[src/hw/rtl/ipc_pkg.sv]
// Package for the incremental PI controller: register indices, mode codes and
// the configuration struct shared by the register block, the update logic and the top level.
// No dependencies.
`default_nettype none

package ipc_pkg;

   localparam int GAIN_W      = 24;
   localparam int LIMIT_W     = 31;
   localparam int DRIVE_W     = 32;
   localparam int CSR_INDEX_W = 3;
   localparam int CSR_DATA_W  = 31;

   localparam logic [CSR_INDEX_W-1:0] REG_MODE   = 3'd0;
   localparam logic [CSR_INDEX_W-1:0] REG_IGAIN  = 3'd1;
   localparam logic [CSR_INDEX_W-1:0] REG_PGAIN  = 3'd2;
   localparam logic [CSR_INDEX_W-1:0] REG_LIMIT  = 3'd3;
   localparam logic [CSR_INDEX_W-1:0] REG_DECAY  = 3'd4;

   localparam logic [1:0] MODE_WIND = 2'd0;
   localparam logic [1:0] MODE_RUN  = 2'd1;
   localparam logic [1:0] MODE_HOLD = 2'd2;

   typedef struct packed {
      logic [1:0]         mode;
      logic [GAIN_W-1:0]  integral_gain;
      logic [GAIN_W-1:0]  proportional_gain;
      logic [LIMIT_W-1:0] drive_limit;
      logic [LIMIT_W-1:0] decay_step;
   } cfg_type;

endpackage

`default_nettype wire

[src/hw/rtl/ipc_csr.sv]
// Configuration registers of the incremental PI controller.
// Depends on ipc_pkg.
`default_nettype none

module ipc_csr (
   input  wire logic                               clock,
   input  wire logic                               reset,
   input  wire logic                               csr_write,
   input  wire logic [ipc_pkg::CSR_INDEX_W-1:0]    csr_index,
   input  wire logic [ipc_pkg::CSR_DATA_W-1:0]     csr_wdata,
   output ipc_pkg::cfg_type                        cfg
);
   import ipc_pkg::*;

   cfg_type cfg_ff;
   cfg_type cfg_in;

   always_comb begin
      cfg_in = cfg_ff;
      if (csr_write) begin
         case (csr_index)
            REG_MODE:  cfg_in.mode              = csr_wdata[1:0];
            REG_IGAIN: cfg_in.integral_gain     = csr_wdata[GAIN_W-1:0];
            REG_PGAIN: cfg_in.proportional_gain = csr_wdata[GAIN_W-1:0];
            REG_LIMIT: cfg_in.drive_limit       = csr_wdata[LIMIT_W-1:0];
            REG_DECAY: cfg_in.decay_step        = csr_wdata[LIMIT_W-1:0];
            default:   cfg_in = cfg_ff;
         endcase
      end
   end

   always_ff @(posedge clock) begin
      if (reset) begin
         cfg_ff.mode              <= MODE_WIND;
         cfg_ff.integral_gain     <= '0;
         cfg_ff.proportional_gain <= '0;
         cfg_ff.drive_limit       <= '1;
         cfg_ff.decay_step        <= '0;
      end else begin
         cfg_ff <= cfg_in;
      end
   end

   assign cfg = cfg_ff;

endmodule

`default_nettype wire

[src/hw/rtl/ipc_update.sv]
// Drive update for one tick: PI increment with rounding and clamp, wind-down
// toward zero, or hold. Depends on ipc_pkg.
`default_nettype none

module ipc_update #(
   parameter int SAMPLE_WIDTH   = 16,
   parameter int GAIN_FRAC_BITS = 16
) (
   input  ipc_pkg::cfg_type                       cfg,
   input  wire logic signed [SAMPLE_WIDTH-1:0]    setpoint,
   input  wire logic signed [SAMPLE_WIDTH-1:0]    measured,
   input  wire logic signed [SAMPLE_WIDTH-1:0]    last_measured,
   input  wire logic signed [ipc_pkg::DRIVE_W-1:0] drive_now,
   output logic signed [ipc_pkg::DRIVE_W-1:0]     drive_next
);
   import ipc_pkg::*;

   localparam int ERR_W  = SAMPLE_WIDTH + 1;
   localparam int PROD_W = ERR_W + GAIN_W + 1;
   localparam int ACC_W  = PROD_W + 1;
   localparam logic signed [ACC_W-1:0] HALF = ACC_W'(1) <<< (GAIN_FRAC_BITS - 1);

   logic signed [ERR_W-1:0]   err;
   logic signed [ERR_W-1:0]   chg;
   logic signed [GAIN_W:0]    gain_i;
   logic signed [GAIN_W:0]    gain_p;
   logic signed [PROD_W-1:0]  prod_i;
   logic signed [PROD_W-1:0]  prod_p;
   logic signed [ACC_W-1:0]   acc;
   logic signed [ACC_W-1:0]   inc;
   logic signed [ACC_W-1:0]   sum;
   logic signed [ACC_W-1:0]   lim;
   logic signed [DRIVE_W-1:0] run_drive;
   logic signed [DRIVE_W:0]   d_x;
   logic signed [DRIVE_W:0]   st_x;
   logic signed [DRIVE_W:0]   wind_x;

   assign err    = ERR_W'(setpoint) - ERR_W'(measured);
   assign chg    = ERR_W'(measured) - ERR_W'(last_measured);
   assign gain_i = {1'b0, cfg.integral_gain};
   assign gain_p = {1'b0, cfg.proportional_gain};
   assign prod_i = PROD_W'(err) * PROD_W'(gain_i);
   assign prod_p = PROD_W'(chg) * PROD_W'(gain_p);

   always_comb begin
      acc = ACC_W'(prod_i) - ACC_W'(prod_p) + HALF;
      inc = acc >>> GAIN_FRAC_BITS;
      sum = ACC_W'(drive_now) + inc;
      lim = ACC_W'({1'b0, cfg.drive_limit});
      if (sum > lim) begin
         run_drive = lim[DRIVE_W-1:0];
      end else if (sum < -lim) begin
         run_drive = DRIVE_W'(-lim);
      end else begin
         run_drive = sum[DRIVE_W-1:0];
      end
   end

   always_comb begin
      d_x  = (DRIVE_W+1)'(drive_now);
      st_x = {2'b00, cfg.decay_step};
      if (d_x > st_x) begin
         wind_x = d_x - st_x;
      end else if (d_x < -st_x) begin
         wind_x = d_x + st_x;
      end else begin
         wind_x = '0;
      end
   end

   always_comb begin
      case (cfg.mode)
         MODE_RUN:  drive_next = run_drive;
         MODE_WIND: drive_next = wind_x[DRIVE_W-1:0];
         default:   drive_next = drive_now;
      endcase
   end

endmodule

`default_nettype wire

[src/hw/rtl/incremental_pi_controller_top.sv]
// Incremental PI controller: input register, one-pass drive update, result register.
// An accepted beat waits in the input register until the result register is free, then its result is registered there.
// Throughput: one beat per cycle while the receiver takes results; the drive and last
// measurement feed back through the combinational update logic.
// Reset (synchronous): registers to defaults, drive and last measurement to zero.
// Depends on ipc_pkg, ipc_csr and ipc_update.
`default_nettype none

module incremental_pi_controller_top #(
   parameter int SAMPLE_WIDTH   = 16,
   parameter int GAIN_FRAC_BITS = 16
) (
   input  wire logic                                 clock,
   input  wire logic                                 reset,
   input  wire logic                                 req_valid,
   output logic                                      req_ready,
   input  wire logic signed [SAMPLE_WIDTH-1:0]       req_setpoint,
   input  wire logic signed [SAMPLE_WIDTH-1:0]       req_measured,
   output logic                                      rsp_valid,
   input  wire logic                                 rsp_ready,
   output logic signed [ipc_pkg::DRIVE_W-1:0]        rsp_drive,
   input  wire logic                                 csr_write,
   input  wire logic [ipc_pkg::CSR_INDEX_W-1:0]      csr_index,
   input  wire logic [ipc_pkg::CSR_DATA_W-1:0]       csr_wdata
);
   import ipc_pkg::*;

   cfg_type cfg;

   logic                            in_valid_ff;
   logic signed [SAMPLE_WIDTH-1:0]  setpoint_ff;
   logic signed [SAMPLE_WIDTH-1:0]  measured_ff;
   logic signed [SAMPLE_WIDTH-1:0]  last_meas_ff;
   logic signed [DRIVE_W-1:0]       drive_ff;
   logic signed [DRIVE_W-1:0]       drive_in;
   logic                            rsp_valid_ff;
   logic signed [DRIVE_W-1:0]       rsp_drive_ff;
   logic                            advance;

   ipc_csr u_csr (
      .clock     (clock),
      .reset     (reset),
      .csr_write (csr_write),
      .csr_index (csr_index),
      .csr_wdata (csr_wdata),
      .cfg       (cfg)
   );

   ipc_update #(
      .SAMPLE_WIDTH   (SAMPLE_WIDTH),
      .GAIN_FRAC_BITS (GAIN_FRAC_BITS)
   ) u_update (
      .cfg           (cfg),
      .setpoint      (setpoint_ff),
      .measured      (measured_ff),
      .last_measured (last_meas_ff),
      .drive_now     (drive_ff),
      .drive_next    (drive_in)
   );

   assign advance   = in_valid_ff && (!rsp_valid_ff || rsp_ready);
   assign req_ready = !in_valid_ff || advance;

   always_ff @(posedge clock) begin
      if (reset) begin
         in_valid_ff  <= 1'b0;
         rsp_valid_ff <= 1'b0;
         last_meas_ff <= '0;
         drive_ff     <= '0;
      end else begin
         if (req_ready) begin
            in_valid_ff <= req_valid;
         end
         if (advance) begin
            rsp_valid_ff <= 1'b1;
            last_meas_ff <= measured_ff;
            drive_ff     <= drive_in;
         end else if (rsp_ready) begin
            rsp_valid_ff <= 1'b0;
         end
      end
   end

   always_ff @(posedge clock) begin
      if (req_ready && req_valid) begin
         setpoint_ff <= req_setpoint;
         measured_ff <= req_measured;
      end
      if (advance) begin
         rsp_drive_ff <= drive_in;
      end
   end

   assign rsp_valid = rsp_valid_ff;
   assign rsp_drive = rsp_drive_ff;

`ifndef SYNTHESIS
   a_hold_stalled: assert property (@(posedge clock) disable iff (reset)
      in_valid_ff && !advance |=> in_valid_ff && $stable(measured_ff) && $stable(setpoint_ff))
      else $error("stalled input beat lost or changed");

   a_empty_ready: assert property (@(posedge clock) disable iff (reset)
      !in_valid_ff |-> req_ready)
      else $error("empty input stage not ready");

   a_result_state: assert property (@(posedge clock) disable iff (reset)
      advance |=> rsp_valid && rsp_drive == drive_ff)
      else $error("result beat differs from stored drive");

   a_last_meas: assert property (@(posedge clock) disable iff (reset)
      advance |=> last_meas_ff == $past(measured_ff))
      else $error("last measurement not advanced");
`endif

endmodule

`default_nettype wire

[config.mk]
export PLATFORM = sky130hd
export DESIGN_NAME = incremental_pi_controller_top
export DESIGN_NICKNAME = d
export VERILOG_FILES = /design/src/hw/rtl/ipc_pkg.sv /design/src/hw/rtl/ipc_csr.sv /design/src/hw/rtl/ipc_update.sv /design/src/hw/rtl/incremental_pi_controller_top.sv
export SDC_FILE = /design/constraint.sdc
export NUM_CORES = 2
export LEC_CHECK = 0
export BUFFER_PORTS_ARGS = -buffer_cell sky130_fd_sc_hd__buf_4
export CORE_MARGIN = 2
export CORE_UTILIZATION = 29
export CTS_CLUSTER_DIAMETER = 40
export DETAILED_ROUTE_END_ITERATION = 16
export MAX_ROUTING_LAYER = met4
export PLACE_DENSITY_LB_ADDON = 0.2
export SLEW_MARGIN = 20
export SYNTH_ARGS = -nofsm -noshare
export SYNTH_HDL_FRONTEND = slang
export SYNTH_SLANG_ARGS = --single-unit
[constraint.sdc]
create_clock -name clock -period 30.7 [get_ports clock]
set_input_delay 3.07 -clock clock [delete_from_list [all_inputs] [get_ports clock]]
set_output_delay 3.07 -clock clock [all_outputs]
set_load 0.01 [all_outputs]
==> Flow_metrics.wiki <==
{| class="wikitable"
! Metric !! Value
|-
| Die extent in y || 399 um
|-
| Mapped Avg Cell Area || 8.60 sq um
|-
| Overflow after GRT || 0
|-
| Largest net degree at the start of global routing || 102
|-
| Die outline width || 399 um
|-
| Vias per std cell || 4.93
|-
| Min-Delay Startpoint || last_meas_ff[2]
|-
| Post-synth cell types || 91
|-
| Signed area change from the synthesized netlist to the final layout || 10.2%
|-
| Post-CTS Resized || 0
|-
| Adder-cell share of the synthesized area || 0.460
|-
| Area share of and/or/nand/nor cells after synthesis || 0.194
|-
| CP endpoint kind || flop
|-
| Clock transition at path regs || 0.06 ns
|-
| Maximum clock skew at final layout || 0.0353 ns
|-
| Worst Path Max Fanout || 24
|-
| Post-synthesis cell count || 5,251
|-
| Via count of the first global-routing pass || 37,701
|-
| Launch point of the worst path || measured_ff[0]
|-
| Clk buf depth || 3
|-
| Crit path arrival time || 18.23 ns
|-
| Drt wl/cell || 20.9 um
|-
| Maxcap violations || 0
|-
| Dpl hpwl || 124,000 um
|-
| Number of standard-cell rows in the floorplan || 144
|-
| Clock root buffer || clkbuf_16
|-
| Post-CTS Setup Bufs || 0
|-
| Number of antenna violations at the first check in global routing || 18
|-
| Reg2Reg Launch Point || measured_ff[0]
|-
| Cts bufs inserted || 43
|-
| Global placement routability congestion || 0.941
|-
| Setup-failing EPs final || 0
|-
| Area of the core || 154,000 sq um
|-
| Share of final-layout standard cells stronger than drive strength 1 || 0.0622
|-
| Minimum clock period || 17.90 ns
|-
| Async S/R FF share, synth || 0
|-
| Net count, final || 6,504
|-
| Total length of routed wires || 152,000 um
|-
| Initial cell density of the core || 0.293
|-
| Crit share post-route || 0.583
|-
| Master of the slowest instance on the critical path || nor3_1
|-
| Share of the synthesized netlist area taken by xor and xnor gates || 0.0281
|-
| Summed negative setup slack over all endpoints || 0 ns
|-
| Total of buffers placed on input and output ports || 104
|-
| Largest family of logic cells by synthesized area || adder cells
|-
| Most common cell on crit path || fa_1
|-
| Most used DFF post-synth || dfxtp_1
|-
| Hold Path Class || reg -> reg
|-
| Clock tree from TritonCTS || done
|-
| First-pass GRT wire length || 238,000 um
|-
| CP required || 31.03 ns
|-
| Number of top-level pins || 105
|-
| Die Area || 159,000 sq um
|-
| RSZ-0062 raised after global routing || false
|-
| CTS Hold Bufs || 0
|-
| Final number of hold-violating endpoints || 0
|-
| Class of the most critical setup path || reg -> reg
|-
| Synth Area in Compound Gates || 0.105
|-
| Number of H-tree branching levels || 2
|-
| Post-detailed-route DRC marker count || 0
|-
| Nature of the critical path startpoint || flop
|-
| Count of synthesis-stage warnings from yosys || 0
|-
| Share of cell area taken by muxes after synthesis || 0.00377
|-
| DR vias || 36,046
|-
| Post-route ant nets || 0
|-
| Total of flip-flops plus latches after synthesis || 226
|-
| Number of pins with negative max-slew slack in the final report || 0
|-
| Slowest Stage Delay on Critical Path || 0.84 ns
|-
| Post-synthesis net count || 6,531
|-
| Total routing resource utilization after global routing || 0.201
|-
| Iter 0 DRT Violations || 2,182
|-
| Detailed-routing iteration count for the pre-antenna-repair pass || 5
|-
| Clock latency on the worst-skew pair || 0.61 ns
|-
| Worst slew margin relative to its limit || 0.213
|-
| Transition time at the pin with the least slew margin || 1.18 ns
|-
| Post-synthesis instance area || 45,200 sq um
|-
| Highest clock frequency the design can meet || 55.9 MHz
|-
| CTS Sinks || 226
|-
| Number of enable flip-flop cells after synthesis || 64
|-
| Result of the run || complete, no violations
|-
| Fraction of the yosys area taken by sequential cells || 0.114
|}
==> state kept, by name, indices dropped and copies added, names as in the netlist <==
signal        count
drive_ff         32
rsp_drive        32
last_meas_ff     16
in_valid_ff       1
measured_ff      16
u_csr.cfg       112
rsp_valid         1
setpoint_ff      16
==> Yosys cell counts, drive strengths merged (29+ instances only) <==
cell	number	area [sq um]
a21o	51	383
a21oi	247	1250
and2	357	2230
clkbuf	208	781
dfxtp	162	3240
edfxtp	64	1920
fa	751	15000
ha	458	5730
inv	902	3390
nand2	740	2780
nand2b	65	407
nand3	46	230
nand3b	34	255
nand4	44	282
nor2	234	881
nor2b	81	507
nor3	67	347
nor4	34	219
o21a	32	240
o21ai	127	639
xnor2	116	1020
xor2	29	254
==> metrics by stage <==
step	hold slack [ns]	cell area, sq um	setup slack (ns)	std cells	util
CTS	0.456	49800	12.77	7303	0.322
global route	0.472	49800	11.67	7304	0.322
detailed placement	0.448	48300	12.88	7223	0.313
finish	0.454	49800	12.80	7309	0.323
global placement	0.443	48300	12.74	7223	0.313
floorplan	0.436	45200	16.12	5251	-
==> cell families (layout without fill, tap and decap cells) <==
logic type	after synthesis	in the layout
and+or+nand+nor	1795	1795
adders and majority gates	1209	1209
buffers and inverters	1133	1141
AOI/OAI and AO/OA	727	727
DFF	226	226
xor gates and xnor gates	145	145
muxes	16	16
other	0	6
==> critical path: cells and delay by family (launching register included) <==
family                   cells  cell delay (ns)
AO/OA/AOI/OAI               21             6.82
adder cells (fa/ha/maj)     13             5.83
AND/OR/NAND/NOR             15             3.70
buffers and inverters        5             0.54
flip-flops                   1             0.37
multiplexers                 1             0.29
==> cell type report <==
type                    instances  area, sq um
fillers                     16272       105000
inverters                     903         3400
repair buffers                158         1190
clock inverters                31          344
well taps                    2044         2560
flip-flops and latches        226         5170
multi-input cells            3892        36000
clock buffers                  49         1130
diodes                          6         15.0
==> per-layer routing <==
layer / global-route usage / part of all wire / up-vias
met1: 0.281 / 0.47 / 18358
li1: - / - / 16663
met4: 0.0330 / 0.018 / 0
met2: 0.322 / 0.46 / 871
met5: - / 0 / -
met3: 0.0184 / 0.047 / 154
==> cell usage in the layout (no fill, tap or decap), drive strengths merged, types with 19 or more instances in the layout <==
cell type  Yosys  layout
and3          22      22
clkbuf       208      49
ha           458     458
or3           19      19
a211oi        28      28
nand2b        65      65
nor2b         81      81
buf           22     158
nor4          34      34
xnor2        116     116
and2         357     357
nand3         46      46
a21oi        247     247
a21boi        19      19
xor2          29      29
a21o          51      51
a31oi         21      21
nand2        740     740
or2           28      28
dfxtp        162     162
nor3          67      67
o21ai        127     127
edfxtp        64      64
inv          902     914
nand4         44      44
nor2         234     234
o21a          32      32
o211ai        19      19
a22oi         20      20
nand3b        34      34
fa           751     751
==> path summary, 6_finish.rpt <==
path,end,slack (ns),cells past startpoint
worst min register to register,last_meas_ff[2],0.45,2
worst min-delay path,last_meas_ff[2],0.45,2
worst max register to register,rsp_drive[11],12.80,55
worst max-delay path,rsp_drive[11],12.80,55
Power is not shown: default switching activity piles up to over one toggle a cycle in this logic, so the estimate is an artifact.
